==> config.mk <==
export PLATFORM = sky130hd
export DESIGN_NAME = png_rgb_container_writer_top
export DESIGN_NICKNAME = d
export VERILOG_FILES = /design/src/design/pngw_pkg.sv /design/src/design/png_rgb_container_writer_top.sv /design/src/design/pngw_front.sv /design/src/design/pngw_queue.sv /design/src/design/pngw_back.sv
export SDC_FILE = /design/constraint.sdc
export NUM_CORES = 1
export LEC_CHECK = 0
export ABC_AREA = 1
export ABC_CLOCK_PERIOD_IN_PS = 4300
export BUFFER_PORTS_ARGS = -buffer_cell sky130_fd_sc_hd__buf_4
export CAP_MARGIN = 25
export CORE_MARGIN = 3
export CORE_UTILIZATION = 39
export DETAILED_ROUTE_END_ITERATION = 7
export GPL_ROUTABILITY_DRIVEN = 0
export HOLD_SLACK_MARGIN = 0.1
export PLACE_DENSITY = 0.56
export RECOVER_POWER = 50
export SETUP_SLACK_MARGIN = 0.15
export SLEW_MARGIN = 5
export SYNTH_ARGS = -nofsm -noshare
export SYNTH_HDL_FRONTEND = slang
export SYNTH_HIERARCHICAL = 1
export SYNTH_SLANG_ARGS = --single-unit
==> constraint.sdc <==
create_clock -name clk -period 4.3 [get_ports clk]
set_input_delay 0.645 -clock clk [delete_from_list [all_inputs] [get_ports clk]]
set_output_delay 0.645 -clock clk [all_outputs]
set_load 0.005 [all_outputs]
==> src/design/pngw_pkg.sv <==
// ----------------------------------------------------------------------------
// pngw_pkg
// Shared types, constants and CRC-32 helpers of the PNG container writer.
// ----------------------------------------------------------------------------
package pngw_pkg;

  localparam int LENGTH_BITS_DEFAULT = 24;
  localparam int QUEUE_DEPTH_DEFAULT = 4;
  localparam int IMG_DIM_W           = 13;

  localparam logic [31:0] CRC_POLY = 32'hEDB88320;
  localparam logic [31:0] CRC_ONES = 32'hFFFFFFFF;

  localparam logic [63:0] PNG_SIG  = 64'h89504E470D0A1A0A;
  localparam logic [31:0] IHDR_LEN = 32'd13;
  localparam logic [31:0] TAG_IHDR = 32'h49484452;
  localparam logic [31:0] TAG_IDAT = 32'h49444154;
  localparam logic [31:0] TAG_IEND = 32'h49454E44;

  // IHDR body constants: bit depth and color type RGB
  localparam logic [7:0] IHDR_BIT_DEPTH  = 8'd8;
  localparam logic [7:0] IHDR_COLOR_RGB  = 8'd2;

  // configuration register indexes
  localparam logic [1:0] REG_IMAGE_WIDTH  = 2'd0;
  localparam logic [1:0] REG_IMAGE_HEIGHT = 2'd1;
  localparam logic [1:0] REG_DATA_LENGTH  = 2'd2;

  localparam logic [IMG_DIM_W-1:0] IMAGE_DIM_RESET = 13'd64;

  // what one accepted byte turns into
  typedef logic [1:0] kind_t;
  localparam kind_t KIND_HEADER     = 2'd0;  // headers, then the byte
  localparam kind_t KIND_PASS       = 2'd1;  // the byte alone
  localparam kind_t KIND_PASS_TRAIL = 2'd2;  // the byte, then the trailer
  localparam kind_t KIND_TRAIL      = 2'd3;  // trailer only, byte dropped

  typedef struct packed {
    kind_t      kind;
    logic [7:0] data;
  } q_entry_t;

  typedef struct packed {
    logic full;
    logic empty;
  } q_flags_t;

  typedef struct packed {
    logic [IMG_DIM_W-1:0] width;
    logic [IMG_DIM_W-1:0] height;
  } img_dim_t;

  // positions in the output byte script
  localparam int POS_W = 6;
  typedef logic [POS_W-1:0] pos_t;
  localparam pos_t POS_SIG       = 6'd0;
  localparam pos_t POS_IHDR_LEN  = 6'd8;
  localparam pos_t POS_IHDR_TAG  = 6'd12;
  localparam pos_t POS_IHDR_BODY = 6'd16;
  localparam pos_t POS_IHDR_CRC  = 6'd29;
  localparam pos_t POS_IDAT_LEN  = 6'd33;
  localparam pos_t POS_IDAT_TAG  = 6'd37;
  localparam pos_t POS_DATA      = 6'd41;
  localparam pos_t POS_IDAT_CRC  = 6'd42;
  localparam pos_t POS_IEND_LEN  = 6'd46;
  localparam pos_t POS_IEND_TAG  = 6'd50;
  localparam pos_t POS_IEND_CRC  = 6'd54;
  localparam pos_t POS_LAST      = 6'd57;

  // reflected CRC-32, one byte
  function automatic logic [31:0] crc_byte(input logic [31:0] c, input logic [7:0] b);
    logic [31:0] r;
    r = c ^ {24'd0, b};
    for (int k = 0; k < 8; k++) begin
      r = (r >> 1) ^ (CRC_POLY & {32{r[0]}});
    end
    return r;
  endfunction

  function automatic logic [31:0] crc_word(input logic [31:0] c, input logic [31:0] w);
    logic [31:0] r;
    r = c;
    for (int i = 3; i >= 0; i--) begin
      r = crc_byte(r, w[8*i +: 8]);
    end
    return r;
  endfunction

  localparam logic [31:0] IEND_CRC = crc_word(CRC_ONES, TAG_IEND) ^ CRC_ONES;

  function automatic logic [7:0] be_byte(input logic [31:0] w, input logic [1:0] sel);
    return w[8*(3 - int'(sel)) +: 8];
  endfunction

endpackage

==> src/design/png_rgb_container_writer_top.sv <==
// ----------------------------------------------------------------------------
// png_rgb_container_writer_top
// Wraps a compressed zlib byte stream into an 8-bit RGB PNG file.
// ----------------------------------------------------------------------------
//  channel   signals                               direction
//  data      data_valid, data_stall, data_byte     into the block
//  file      file_valid, file_stall, out_byte,     out of the block
//            run_last, file_end
//  config    cfg_write, cfg_index, cfg_data        into the block
//
// Output runs at one byte per cycle, pass-through bytes too, unless the queue
// is empty or the output stalls. Headers lead a file's first byte; the trailer
// follows its last or stands alone. A queue of QUEUE_DEPTH classified bytes
// lets input arrive while headers go out. Reset (rst, synchronous) sets width
// and height to 64 and length to 1; a stalled output holds its byte.
// ----------------------------------------------------------------------------
module png_rgb_container_writer_top #(
  parameter int LENGTH_BITS = pngw_pkg::LENGTH_BITS_DEFAULT,
  parameter int QUEUE_DEPTH = pngw_pkg::QUEUE_DEPTH_DEFAULT
) (
  input  logic        clk,
  input  logic        rst,
  input  logic        data_valid,
  output logic        data_stall,
  input  logic [7:0]  data_byte,
  output logic        file_valid,
  input  logic        file_stall,
  output logic [7:0]  out_byte,
  output logic        run_last,
  output logic        file_end,
  input  logic        cfg_write,
  input  logic [1:0]  cfg_index,
  input  logic [((LENGTH_BITS > pngw_pkg::IMG_DIM_W) ?
                 LENGTH_BITS : pngw_pkg::IMG_DIM_W)-1:0] cfg_data
);
  import pngw_pkg::*;

  img_dim_t               dims;
  logic [LENGTH_BITS-1:0] data_length;
  logic [LENGTH_BITS-1:0] eff_len;
  q_flags_t               q_flags;
  q_entry_t               push_entry, head;
  logic                   push, pop;

  always_ff @(posedge clk) begin
    if (rst) begin
      dims.width  <= IMAGE_DIM_RESET;
      dims.height <= IMAGE_DIM_RESET;
      data_length <= LENGTH_BITS'(1);
    end else if (cfg_write) begin
      unique case (cfg_index)
        REG_IMAGE_WIDTH:  dims.width  <= cfg_data[IMG_DIM_W-1:0];
        REG_IMAGE_HEIGHT: dims.height <= cfg_data[IMG_DIM_W-1:0];
        REG_DATA_LENGTH:  data_length <= cfg_data[LENGTH_BITS-1:0];
        default:          ;
      endcase
    end
  end

  // zero length counts as one
  assign eff_len = (data_length == '0) ? LENGTH_BITS'(1) : data_length;

  pngw_front #(.LENGTH_BITS(LENGTH_BITS)) u_front (
    .clk        (clk),
    .rst        (rst),
    .data_valid (data_valid),
    .data_stall (data_stall),
    .data_byte  (data_byte),
    .eff_len    (eff_len),
    .q_flags    (q_flags),
    .push       (push),
    .push_entry (push_entry)
  );

  pngw_queue #(.DEPTH(QUEUE_DEPTH)) u_queue (
    .clk        (clk),
    .rst        (rst),
    .push       (push),
    .push_entry (push_entry),
    .pop        (pop),
    .head       (head),
    .flags      (q_flags)
  );

  pngw_back #(.LENGTH_BITS(LENGTH_BITS)) u_back (
    .clk        (clk),
    .rst        (rst),
    .head       (head),
    .q_flags    (q_flags),
    .pop        (pop),
    .dims       (dims),
    .eff_len    (eff_len),
    .file_valid (file_valid),
    .file_stall (file_stall),
    .out_byte   (out_byte),
    .run_last   (run_last),
    .file_end   (file_end)
  );

endmodule

==> src/design/pngw_front.sv <==
// ----------------------------------------------------------------------------
// pngw_front
// Accepts compressed bytes, tracks the file position and classifies each one.
// ----------------------------------------------------------------------------
module pngw_front #(
  parameter int LENGTH_BITS = pngw_pkg::LENGTH_BITS_DEFAULT
) (
  input  logic                    clk,
  input  logic                    rst,
  input  logic                    data_valid,
  output logic                    data_stall,
  input  logic [7:0]              data_byte,
  input  logic [LENGTH_BITS-1:0]  eff_len,
  input  pngw_pkg::q_flags_t      q_flags,
  output logic                    push,
  output pngw_pkg::q_entry_t      push_entry
);
  import pngw_pkg::*;

  logic [LENGTH_BITS-1:0] byte_count, byte_count_next;
  logic                   header_done, header_done_next;
  logic [LENGTH_BITS-1:0] count_inc;
  kind_t                  kind;

  assign data_stall = q_flags.full;
  assign push       = data_valid && !q_flags.full;
  assign count_inc  = byte_count + LENGTH_BITS'(1);

  always_comb begin
    byte_count_next  = byte_count;
    header_done_next = header_done;
    if (!header_done) begin
      kind             = KIND_HEADER;
      byte_count_next  = LENGTH_BITS'(1);
      header_done_next = 1'b1;
    end else if (byte_count >= eff_len) begin
      kind             = KIND_TRAIL;
      byte_count_next  = '0;
      header_done_next = 1'b0;
    end else if (count_inc >= eff_len) begin
      kind             = KIND_PASS_TRAIL;
      byte_count_next  = '0;
      header_done_next = 1'b0;
    end else begin
      kind             = KIND_PASS;
      byte_count_next  = count_inc;
    end
  end

  assign push_entry = '{kind: kind, data: data_byte};

  always_ff @(posedge clk) begin
    if (rst) begin
      byte_count  <= '0;
      header_done <= 1'b0;
    end else if (push) begin
      byte_count  <= byte_count_next;
      header_done <= header_done_next;
    end
  end

  // between files the byte count is held at zero
  assert property (@(posedge clk) disable iff (rst)
    !header_done |-> byte_count == '0)
    else $error("byte count not cleared between files");

  assert property (@(posedge clk) disable iff (rst)
    push && (kind == KIND_TRAIL || kind == KIND_PASS_TRAIL) |=> !header_done)
    else $error("trailer classified but file not closed");

  assert property (@(posedge clk) disable iff (rst)
    push && !header_done |=> header_done && byte_count == LENGTH_BITS'(1))
    else $error("header byte did not open the file");

endmodule

==> src/design/pngw_queue.sv <==
// ----------------------------------------------------------------------------
// pngw_queue
// Short register FIFO of classified bytes between front and back.
// ----------------------------------------------------------------------------
module pngw_queue #(
  parameter int DEPTH = pngw_pkg::QUEUE_DEPTH_DEFAULT
) (
  input  logic                clk,
  input  logic                rst,
  input  logic                push,
  input  pngw_pkg::q_entry_t  push_entry,
  input  logic                pop,
  output pngw_pkg::q_entry_t  head,
  output pngw_pkg::q_flags_t  flags
);
  import pngw_pkg::*;

  localparam int AW = (DEPTH > 1) ? $clog2(DEPTH) : 1;
  localparam int CW = $clog2(DEPTH + 1);

  q_entry_t        entries [DEPTH];
  logic [AW-1:0]   wr_ptr, rd_ptr;
  logic [CW-1:0]   fill;

  function automatic logic [AW-1:0] ptr_inc(input logic [AW-1:0] p);
    return (p == AW'(DEPTH - 1)) ? '0 : p + AW'(1);
  endfunction

  assign head        = entries[rd_ptr];
  assign flags.full  = (fill == CW'(DEPTH));
  assign flags.empty = (fill == '0);

  always_ff @(posedge clk) begin
    if (push) begin
      entries[wr_ptr] <= push_entry;
    end
  end

  always_ff @(posedge clk) begin
    if (rst) begin
      wr_ptr <= '0;
      rd_ptr <= '0;
      fill   <= '0;
    end else begin
      if (push) begin
        wr_ptr <= ptr_inc(wr_ptr);
      end
      if (pop) begin
        rd_ptr <= ptr_inc(rd_ptr);
      end
      if (push && !pop) begin
        fill <= fill + CW'(1);
      end else if (pop && !push) begin
        fill <= fill - CW'(1);
      end
    end
  end

  assert property (@(posedge clk) disable iff (rst) !(push && flags.full))
    else $error("push into full queue");

  assert property (@(posedge clk) disable iff (rst) !(pop && flags.empty))
    else $error("pop from empty queue");

  assert property (@(posedge clk) disable iff (rst)
    push && !pop |=> fill == $past(fill) + CW'(1))
    else $error("fill count lost a push");

endmodule

==> src/design/pngw_back.sv <==
// ----------------------------------------------------------------------------
// pngw_back
// Byte sequencer: emits headers, data and trailer one byte per cycle unless
// stalled or the queue is empty, keeping the IHDR and IDAT CRC-32 registers.
// ----------------------------------------------------------------------------
module pngw_back #(
  parameter int LENGTH_BITS = pngw_pkg::LENGTH_BITS_DEFAULT
) (
  input  logic                    clk,
  input  logic                    rst,
  input  pngw_pkg::q_entry_t      head,
  input  pngw_pkg::q_flags_t      q_flags,
  output logic                    pop,
  input  pngw_pkg::img_dim_t      dims,
  input  logic [LENGTH_BITS-1:0]  eff_len,
  output logic                    file_valid,
  input  logic                    file_stall,
  output logic [7:0]              out_byte,
  output logic                    run_last,
  output logic                    file_end
);
  import pngw_pkg::*;

  pos_t        pos;
  logic        started;
  pos_t        cur_pos, start_pos, end_pos;
  logic        advance;
  logic [7:0]  byte_sel;
  logic [31:0] hdr_crc, run_crc;
  logic [31:0] len32;
  logic [31:0] hdr_crc_base, run_crc_base;
  logic [15:0] w16, h16;
  logic [1:0]  sub;

  assign len32 = 32'(eff_len);
  assign w16   = 16'(dims.width);
  assign h16   = 16'(dims.height);

  always_comb begin
    unique case (head.kind)
      KIND_HEADER: begin
        start_pos = POS_SIG;
        end_pos   = POS_DATA;
      end
      KIND_PASS: begin
        start_pos = POS_DATA;
        end_pos   = POS_DATA;
      end
      KIND_PASS_TRAIL: begin
        start_pos = POS_DATA;
        end_pos   = POS_LAST;
      end
      default: begin
        start_pos = POS_IDAT_CRC;
        end_pos   = POS_LAST;
      end
    endcase
  end

  assign cur_pos = started ? pos : start_pos;
  assign advance = !q_flags.empty && (!file_valid || !file_stall);
  assign pop     = advance && (cur_pos == end_pos);
  assign sub     = cur_pos[1:0] - POS_SIG[1:0];

  // byte at the current script position
  always_comb begin
    byte_sel = 8'd0;
    if (cur_pos < POS_IHDR_LEN) begin
      byte_sel = PNG_SIG[8*(7 - int'(cur_pos[2:0])) +: 8];
    end else if (cur_pos < POS_IHDR_TAG) begin
      byte_sel = be_byte(IHDR_LEN, sub);
    end else if (cur_pos < POS_IHDR_BODY) begin
      byte_sel = be_byte(TAG_IHDR, sub);
    end else if (cur_pos < POS_IHDR_CRC) begin
      case (cur_pos - POS_IHDR_BODY)
        6'd2:    byte_sel = w16[15:8];
        6'd3:    byte_sel = w16[7:0];
        6'd6:    byte_sel = h16[15:8];
        6'd7:    byte_sel = h16[7:0];
        6'd8:    byte_sel = IHDR_BIT_DEPTH;
        6'd9:    byte_sel = IHDR_COLOR_RGB;
        default: byte_sel = 8'd0;
      endcase
    end else if (cur_pos < POS_IDAT_LEN) begin
      byte_sel = be_byte(~hdr_crc, 2'(cur_pos - POS_IHDR_CRC));
    end else if (cur_pos < POS_IDAT_TAG) begin
      byte_sel = be_byte(len32, 2'(cur_pos - POS_IDAT_LEN));
    end else if (cur_pos < POS_DATA) begin
      byte_sel = be_byte(TAG_IDAT, 2'(cur_pos - POS_IDAT_TAG));
    end else if (cur_pos == POS_DATA) begin
      byte_sel = head.data;
    end else if (cur_pos < POS_IEND_LEN) begin
      byte_sel = be_byte(~run_crc, 2'(cur_pos - POS_IDAT_CRC));
    end else if (cur_pos < POS_IEND_TAG) begin
      byte_sel = 8'd0;
    end else if (cur_pos < POS_IEND_CRC) begin
      byte_sel = be_byte(TAG_IEND, 2'(cur_pos - POS_IEND_TAG));
    end else begin
      byte_sel = be_byte(IEND_CRC, 2'(cur_pos - POS_IEND_CRC));
    end
  end

  // restart each CRC at the first byte it covers
  assign hdr_crc_base = (cur_pos == POS_IHDR_TAG) ? CRC_ONES : hdr_crc;
  assign run_crc_base = (cur_pos == POS_IDAT_TAG) ? CRC_ONES : run_crc;

  always_ff @(posedge clk) begin
    if (rst) begin
      pos        <= POS_SIG;
      started    <= 1'b0;
      file_valid <= 1'b0;
      hdr_crc    <= CRC_ONES;
      run_crc    <= CRC_ONES;
    end else begin
      if (advance) begin
        file_valid <= 1'b1;
        if (cur_pos == end_pos) begin
          started <= 1'b0;
        end else begin
          started <= 1'b1;
          pos     <= cur_pos + pos_t'(1);
        end
        if (cur_pos >= POS_IHDR_TAG && cur_pos < POS_IHDR_CRC) begin
          hdr_crc <= crc_byte(hdr_crc_base, byte_sel);
        end
        if (cur_pos >= POS_IDAT_TAG && cur_pos <= POS_DATA) begin
          run_crc <= crc_byte(run_crc_base, byte_sel);
        end
      end else if (!file_stall) begin
        file_valid <= 1'b0;
      end
    end
  end

  always_ff @(posedge clk) begin
    if (advance) begin
      out_byte <= byte_sel;
      run_last <= (cur_pos == end_pos);
      file_end <= (cur_pos == POS_LAST);
    end
  end

  assert property (@(posedge clk) disable iff (rst)
    file_valid && file_end |-> run_last)
    else $error("file end not on last byte of its item");

  assert property (@(posedge clk) disable iff (rst)
    file_valid && file_stall |=> $stable(pos) && $stable(started))
    else $error("sequencer advanced under stall");

  assert property (@(posedge clk) disable iff (rst) started |-> !q_flags.empty)
    else $error("item in progress without queue entry");

  assert property (@(posedge clk) disable iff (rst) pos <= POS_LAST)
    else $error("script position out of range");

endmodule

==> results of run 1 <==
## worst paths after layout
check	startpoint	slack (ns)	cells past startpoint	endpoint
hold / removal	cfg_data[6]	0.35	3	dims[19]$_SDFFE_PP1P_
hold reg to reg	dims[12]$_SDFFE_PP0P_	0.47	2	dims[12]$_SDFFE_PP0P_
setup reg to reg	register	0.39	24	u_back/run_crc[5]$_SDFFE_PP1P_
setup / recovery	register	0.39	24	u_back/run_crc[5]$_SDFFE_PP1P_
## routing by layer
metal | global-route usage [%] | wire (µm)
met1 | 31.1 | 21500
met2 | 34.3 | 19900
met3 | 2.90 | 2810
met4 | 5.82 | 957
met5 | 0 | 0
## per-stage QoR
| stage | TNS (ns) | area (µm²) | hold WS (ns) |
|---|---|---|---|
| final | 0 | 16500 | 0.349 |
| after floorplan | 0 | 14700 | 0.439 |
| after detailed placement | -0.228 | 15400 | 0.455 |
| after CTS | 0 | 16300 | 0.278 |
| after global routing | 0 | 16500 | 0.352 |
| after global placement | 0 | 15400 | 0.454 |
## registers in the layout, summed over array words and instances, names as in the netlist, named ones only
| register | cells |
|---|---|
| u_back/file_valid | 1 |
| u_back/pos | 6 |
| u_front/header_done | 1 |
| data_length | 24 |
| u_queue/fill | 3 |
| u_back/file_end | 1 |
| u_back/started | 1 |
| u_back/out_byte | 8 |
| u_queue/wr_ptr | 2 |
| u_queue/entries | 40 |
| u_queue/rd_ptr | 2 |
| u_back/run_last | 1 |
| u_back/run_crc | 32 |
| u_back/hdr_crc | 32 |
| dims | 26 |
| u_front/byte_count | 24 |
## cell type report
type	instances	area [µm²]
fillers	3937	20400
multi-input cells	1679	8850
flip-flops and latches	206	4630
inverters	240	901
clock buffers	32	692
repair buffers	94	672
well taps	504	631
clock inverters	13	155
## timing repair
item / CTS / global route
setup buffers: 3 / 7
gates resized for setup: 8 / 42
cloned: 0 / 1
pin swaps: 1 / 9
setup endpoints to repair: 36 / 61
## worst max-delay path: stages (launching register included)
cell and delay, ns:
dfxtp_2 0.36, inv_2 0.11, nor2_1 0.06, o22ai_2 0.21, inv_1 0.12, ha_4 0.29, nand2_4 0.05, nand2_2 0.10
ha_1 0.22, inv_1 0.13, nor3_4 0.45, nand2_1 0.13, o211ai_1 0.17, nor3_2 0.08, nand2_2 0.09, nand2_4 0.09
nand2_4 0.11, nand2_1 0.07, nand2_2 0.21, nand2_2 0.10, nand2_4 0.15, xor2_1 0.23, nand2_1 0.07, nand3_1 0.12
nand2_1 0.06
## logic make-up after synthesis
group,after synthesis,synth area share (%)
AO/OA/AOI/OAI,338,12.5
XOR/XNOR,57,3.56
adder cells (fa/ha/maj),69,5.91
buffers and inverters,344,10.2
flip-flops,206,31.4
AND/OR/NAND/NOR,1214,36.4
## synthesized netlist by cell type, drive strengths merged, types with 3 or more instances
cell type  count
nand2        724
nor2         239
inv          237
nand3        205
a21oi        159
dfxtp        156
o21ai        135
ha            68
clkbuf        54
edfxtp        50
buf           49
xor2          48
nor3          23
nand4         17
o211ai        14
o22ai         10
xnor2          9
o221ai         4
a211oi         3
a21o           3
clkinv         3
nand3b         3
==> impl_metrics.json, run 1 <==
{
  "status": "finished, final reports clean",
  "dp_slack_ns": -0.0599,
  "port_buffers": 50,
  "rsz0062_at_grt": "false",
  "grt_pass1_vias": 13303,
  "clock_skew_ns": 0.0204,
  "viasPerCell": 5.17,
  "finalCoreUtilization_pct": 44.7,
  "synth_area_per_cell_um2": 6.62,
  "cts_hold_buffers": 0,
  "max_clock_freq_ghz": 0.256,
  "core.rowCount": 70,
  "synth_warnings": 6,
  "place_inst": 2712,
  "cap_violations": 0,
  "drv_slew": 0,
  "core_um2": 37000,
  "htreeDepth": 1,
  "clkTransAtPathRegs_ns": 0.06,
  "wl_um": 45100,
  "seq_area_frac_synth_pct": 31.4,
  "synth_cells": 2228,
  "drc": 0,
  "syn_area_um2": 14700,
  "cts_tree": "done",
  "ys_ff_latch": 206,
  "hold_path_class": "in -> reg",
  "antenna_found_initial": 0,
  "setup_slack_ns": 0.387,
  "antenna_left": 0,
  "num_vias": 14311,
  "final.min_clock_period_ns": 3.91,
  "arrival_ns": 4.35,
  "synth_fp_nets": 2336,
  "worst_setup_path_start_kind": "register",
  "mostFrequentLayoutCells": "644 x nand2_1, 224 x nor2_1, 221 x inv_1",
  "yosysTopAreaCell": "dfxtp_1",
  "dieWidth_um": 200,
  "synth_top_area_share_pct": 21.2,
  "start_util_pct": 39.9,
  "grt.total_usage_pct": 21.7,
  "grt_overflow": 0,
  "ys_types": 56,
  "critPathMaxFanout": 8,
  "clock-sinks": 206,
  "layout-drive-gt1-share_pct": 12.3,
  "max_slew.worst_pin.slew_ns": 0.946,
  "wl_per_cell_um": 16.3,
  "setup_viol": 0,
  "place_hpwl_um": 33400,
  "crit_required_ns": 4.74,
  "fin_cells": 2768,
  "final_common_cell": "nand2_1",
  "dr.pass1.iters": 5,
  "synth-main-ff-cell": "dfxtp_1",
  "crit_type": "reg -> reg",
  "drt_iter0_drc": 1123,
  "die_height_um": 200,
  "ys_top_cells_by_area": "dfxtp_1 21%, nand2_1 17%, edfxtp_1 10%, nand3_1 6.5%, nor2_1 5.8%",
  "synth_edf_count": 50,
  "num_antenna_cells": 0,
  "syn_to_final_growth_pct": 12.1,
  "final-hold-violation-count": 0,
  "root_buffer": "clkbuf_16",
  "die_area_um2": 40200,
  "grt_first_pass_wirelength_um": 71900,
  "ioPinCount": 51,
  "min_period_over_period_pct": 91.0,
  "grt_max_degree": 70,
  "ys_async_sr_fraction_pct": 0,
  "insertion_delay_ns": 0.55,
  "cts_inserted_buffers": 25,
  "maxSlewHeadroom_pct": 36.9,
  "nNetsFinal": 2354,
  "cts_buffer_depth": 3,
  "crit_path_end_kind": "register"
}
Power of run 1 is not shown: default switching activity piles up to over one toggle a cycle in this logic, so the estimate is an artifact.
==> inputs of run 2 (changes only) <==
--- a/config.mk
+++ b/config.mk
@@ -6,7 +6,7 @@
 export NUM_CORES = 1
 export LEC_CHECK = 0
 export ABC_AREA = 1
-export ABC_CLOCK_PERIOD_IN_PS = 4300
+export ABC_CLOCK_PERIOD_IN_PS = 5000
 export BUFFER_PORTS_ARGS = -buffer_cell sky130_fd_sc_hd__buf_4
 export CAP_MARGIN = 25
 export CORE_MARGIN = 3
@@ -14,7 +14,7 @@
 export DETAILED_ROUTE_END_ITERATION = 7
 export GPL_ROUTABILITY_DRIVEN = 0
 export HOLD_SLACK_MARGIN = 0.1
-export PLACE_DENSITY = 0.56
+export PLACE_DENSITY = 0.54
 export RECOVER_POWER = 50
 export SETUP_SLACK_MARGIN = 0.15
 export SLEW_MARGIN = 5
==> constraint.sdc (replaced) <==
create_clock -name clk -period 5 [get_ports clk]
set_input_delay 0.75 -clock clk [delete_from_list [all_inputs] [get_ports clk]]
set_output_delay 0.75 -clock clk [all_outputs]
set_load 0.005 [all_outputs]
==> impl_metrics.json, run 2 (same netlist as run 1, synthesis figures left out) <==
{
  "arrival_ns": 4.93,
  "drt_iter0_drc": 1114,
  "dr.pass1.iters": 5,
  "critPathMaxFanout": 10,
  "hold_depth": 3,
  "cpMostUsedCell": "nand2_1",
  "final.min_clock_period_ns": 4.49,
  "grt_max_degree": 57,
  "die_height_um": 200,
  "place_hpwl_um": 33300,
  "htreeDepth": 1,
  "drv_slew": 49,
  "setup_viol": 0,
  "grt.total_usage_pct": 21.9,
  "worst_setup_path_start_kind": "register",
  "port_buffers": 50,
  "status": "complete, but fails checks",
  "dieWidth_um": 200,
  "core.rowCount": 70,
  "clkTransAtPathRegs_ns": 0.06,
  "antenna_left": 0,
  "cp.depth": 29,
  "cts_hold_buffers": 0,
  "reg2regPathDepth": 29,
  "grt_pass1_vias": 13348,
  "crit_required_ns": 5.43,
  "use_met3_pct": 2.63,
  "num_vias": 14200,
  "layout-drive-gt1-share_pct": 10.9,
  "nNetsFinal": 2333,
  "antenna_found_initial": 0,
  "die_area_um2": 40200,
  "largest_register": "u_queue/entries",
  "slowest_delay_ns": 0.38,
  "viasPerCell": 5.17,
  "wl_per_cell_um": 16.4,
  "root_buffer": "clkbuf_16",
  "use_met1_pct": 31.9,
  "clock-sinks": 206,
  "max_slew.worst_pin.slew_ns": 2.44,
  "max_clock_freq_ghz": 0.223,
  "tns_ns": 0,
  "crit_path_top_delay_cell": "dfxtp_1",
  "rsz0062_at_grt": "false",
  "cts_buffer_depth": 3,
  "place_inst": 2702,
  "cap_violations": 1,
  "crit_path_end_kind": "register",
  "mostFrequentLayoutCells": "649 x nand2_1, 227 x nor2_1, 222 x inv_1",
  "busiest_layer": "met2",
  "grt_first_pass_wirelength_um": 72600,
  "final-hold-violation-count": 0,
  "drc": 0,
  "hold_path_class": "in -> reg",
  "ioPinCount": 51,
  "final_common_cell": "nand2_1",
  "start_util_pct": 39.9,
  "cts_inserted_buffers": 25,
  "fin_cells": 2748,
  "largest_register_ff_count": 40,
  "filler_cell_count": 3941,
  "postCtsSetupBuffers": 0,
  "use_met2_pct": 34.3,
  "crit_type": "reg -> reg",
  "clock_skew_ns": 0.0140,
  "cts_tree": "done",
  "core_um2": 37000,
  "maxSlewHeadroom_pct": -62.4,
  "crit_family": "simple AND/OR/NAND/NOR gates",
  "wl_um": 45000,
  "insertion_delay_ns": 0.55,
  "min_period_over_period_pct": 89.9,
  "grt_overflow": 0,
  "syn_to_final_growth_pct": 10.3,
  "cp.buffers_inverters": 4,
  "top_regs": "u_queue/entries x40, u_back/hdr_crc x32, u_back/run_crc x32",
  "violations": "max-capacitance violations, max-slew violations",
  "num_antenna_cells": 0
}
run 2: changes by cell type in the layout (fill, tap and decap cells not counted), moves of 3 or more:
cell      previous run  this run
buf_4               74        63
clkbuf_4             7         0
nand2_1            644       649
nand2_2             52        55
nand2_4             27        20
nor2_1             224       227
nor2_4               9         6
run 2: cell type report:
cell class	instances	area, µm²	share of cell area (%)
clock buffers	31	699	4.30
clock inverters	15	218	1.34
inverters	240	903	5.56
multi-input cells	1678	8660	53.3
flip-flops and latches	206	4630	28.5
well taps	504	631	3.88
repair buffers	74	514	3.16
run 2: final timing paths:
| path | startpoint | to | slack, ns |
|---|---|---|---|
| setup / recovery | register | u_back/hdr_crc[16]$_SDFFE_PP1P_ | 0.51 |
| hold / removal | cfg_data[16] | data_length[16]$_SDFFE_PP0P_ | 0.46 |
| setup reg to reg | register | u_back/hdr_crc[16]$_SDFFE_PP1P_ | 0.51 |
| hold reg to reg | u_back/file_valid$_SDFFE_PP0P_ | u_back/file_valid$_SDFFE_PP0P_ | 0.47 |
run 2: worst register-to-register path, delay by kind of cell (launching register included):
family | cells | cell delay [ns]
and+or+nand+nor | 20 | 2.41
adders and majority gates | 2 | 0.66
AOI/OAI and AO/OA | 3 | 0.52
buffers and inverters | 4 | 0.41
DFF | 1 | 0.38
run 2: timing repair:
action | in CTS | in global routing
resized for setup | 0 | 12
endpoints found under the hold margin | 0 | 0
setup endpoints to repair | 0 | 53
run 2: layer usage:
metal | vias to the layer above | routed length [µm]
met5 | - | 0
met4 | 0 | 1180
met3 | 69 | 2720
met2 | 439 | 19600
li1 | 7180 | -
met1 | 6512 | 21500
run 2: per-stage QoR:
stage / utilization (%) / worst slack [ns] / hold slack [ns] / area (µm²)
2_1_floorplan: - / 1.02 / 0.439 / 14700
3_3_place_gp: 41.5 / 0.355 / 0.453 / 15300
3_5_place_dp: 41.5 / 0.340 / 0.458 / 15300
4_1_cts: 44.0 / 0.301 / 0.382 / 16200
5_1_grt: 44.0 / 0.156 / 0.458 / 16300
6_report: 44.0 / 0.507 / 0.457 / 16300
Power of run 2 is left out for the same reason.
==> inputs of run 3 (changes only) <==
--- a/config.mk
+++ b/config.mk
@@ -9,12 +9,14 @@
 export ABC_CLOCK_PERIOD_IN_PS = 5000
 export BUFFER_PORTS_ARGS = -buffer_cell sky130_fd_sc_hd__buf_4
 export CAP_MARGIN = 25
+export CELL_PAD_IN_SITES_DETAIL_PLACEMENT = 0
+export CELL_PAD_IN_SITES_GLOBAL_PLACEMENT = 1
 export CORE_MARGIN = 3
 export CORE_UTILIZATION = 39
 export DETAILED_ROUTE_END_ITERATION = 7
 export GPL_ROUTABILITY_DRIVEN = 0
 export HOLD_SLACK_MARGIN = 0.1
-export PLACE_DENSITY = 0.54
+export PLACE_DENSITY = 0.71
 export RECOVER_POWER = 50
 export SETUP_SLACK_MARGIN = 0.15
 export SLEW_MARGIN = 5
==> impl_metrics.json, run 3 (same netlist as run 1, synthesis figures left out) <==
{
  "finalCoreUtilization_pct": 43.8,
  "die_area_um2": 40200,
  "cap_violations": 0,
  "clock-sinks": 206,
  "viasPerCell": 5.14,
  "core_um2": 37000,
  "postCtsSetupBuffers": 0,
  "htreeDepth": 1,
  "grt.total_usage_pct": 22.8,
  "setup_viol": 0,
  "slowest_delay_ns": 0.40,
  "wl_um": 46800,
  "final.min_clock_period_ns": 4.47,
  "largest_register_ff_count": 40,
  "crit_type": "reg -> reg",
  "cts_tree": "done",
  "whs_ns": 0.406,
  "max_clock_freq_ghz": 0.224,
  "ioPinCount": 51,
  "die_height_um": 200,
  "drt_iter0_drc": 1141,
  "crit_path_top_delay_cell": "dfxtp_2",
  "max_slew.worst_pin.slew_ns": 0.989,
  "crit_end": "u_back/run_crc[21]$_SDFFE_PP1P_",
  "maxSlewHeadroom_pct": 33.4,
  "cts_buffer_depth": 3,
  "root_buffer": "clkbuf_16",
  "clock_skew_ns": 0.0200,
  "syn_to_final_growth_pct": 9.73,
  "crit_required_ns": 5.44,
  "r2r-end": "u_back/run_crc[21]$_SDFFE_PP1P_",
  "grt_pass1_vias": 13393,
  "dieWidth_um": 200,
  "place_hpwl_um": 35200,
  "dr.pass1.iters": 5,
  "num_vias": 14111,
  "reg2regPathDepth": 31,
  "grt_first_pass_wirelength_um": 74500,
  "largest_register": "u_queue/entries",
  "cpMostUsedCell": "nand2_1",
  "cts_hold_buffers": 0,
  "grt_overflow": 0,
  "status": "finished, final reports clean",
  "antenna_found_initial": 0,
  "antenna_left": 0,
  "final-hold-violation-count": 0,
  "tns_ns": 0,
  "port_buffers": 50,
  "cp.depth": 31,
  "worst_setup_path_start_kind": "register",
  "regToRegSetupSlack_ns": 0.53,
  "nNetsFinal": 2333,
  "start_util_pct": 39.9,
  "grt_max_degree": 70,
  "critPathMaxFanout": 14,
  "rsz0062_at_grt": "false",
  "hold_path_class": "in -> reg",
  "wl_per_cell_um": 17.0,
  "core.rowCount": 70,
  "drv_slew": 0,
  "top_regs": "u_queue/entries x40, u_back/hdr_crc x32, u_back/run_crc x32",
  "arrival_ns": 4.92,
  "cp.buffers_inverters": 5,
  "cts_inserted_buffers": 26,
  "drc": 0,
  "mostFrequentLayoutCells": "650 x nand2_1, 228 x nor2_1, 224 x inv_1",
  "crit_family": "simple AND/OR/NAND/NOR gates",
  "final_common_cell": "nand2_1",
  "min_period_over_period_pct": 89.5,
  "insertion_delay_ns": 0.57,
  "clkTransAtPathRegs_ns": 0.06,
  "layout-drive-gt1-share_pct": 10.2,
  "hold_depth": 3,
  "num_antenna_cells": 0,
  "crit_path_end_kind": "register"
}
run 3: how the worst min path moves through the flow:
stage,startpoint,endpoint,slack (ns)
floorplan,dims[0]$_SDFFE_PP0P_,dims[0]$_SDFFE_PP0P_,0.44
global placement,u_back/hdr_crc[25]$_SDFFE_PP1P_,u_back/hdr_crc[25]$_SDFFE_PP1P_,0.46
detailed placement,dims[2]$_SDFFE_PP0P_,dims[2]$_SDFFE_PP0P_,0.46
CTS,data_byte[2],u_queue/entries[0][2]$_DFFE_PP_,0.36
global route,cfg_data[6],dims[19]$_SDFFE_PP1P_,0.41
finish,cfg_data[6],dims[19]$_SDFFE_PP1P_,0.41
run 3: cell type report:
cell class | instances | area [µm²]
clock buffer | 37 | 722
clock inverter | 10 | 153
fill | 3983 | 20800
inverter | 240 | 903
multi-input combinational | 1678 | 8640
sequential | 206 | 4630
tap | 504 | 631
timing repair buffer | 73 | 503
run 3: metal layers:
layer  vias up  GRT usage, %  routed length (µm)
met2       386          35.0               19800
met1      6480          33.8               23100
met3        77          2.98                2600
li1       7168             -                   -
met5         -             0                   0
met4         0          6.22                1340
run 3: through the flow:
step                area (µm²)  instances  setup slack [ns]
floorplan                14700       2228              1.02
global placement         15300       2701             0.458
detailed placement       15300       2701             0.329
CTS                      16200       2748             0.283
global route             16200       2748             0.162
finish                   16200       2748             0.526
run 3: what timing repair did:
action                                  4_1_cts  5_1_grt
endpoints found under the hold margin         0        0
endpoints found under the setup margin        0       53
gates resized for setup                       0       10
run 3: worst register-to-register path: cells and delay by family (launching register included):
| family | cells | cell delay (ns) |
|---|---|---|
| AND/OR/NAND/NOR | 22 | 2.40 |
| buffers and inverters | 5 | 0.47 |
| adder cells (fa/ha/maj) | 2 | 0.69 |
| flip-flops | 1 | 0.40 |
| AO/OA/AOI/OAI | 2 | 0.37 |
Power of run 3 is left out for the same reason.
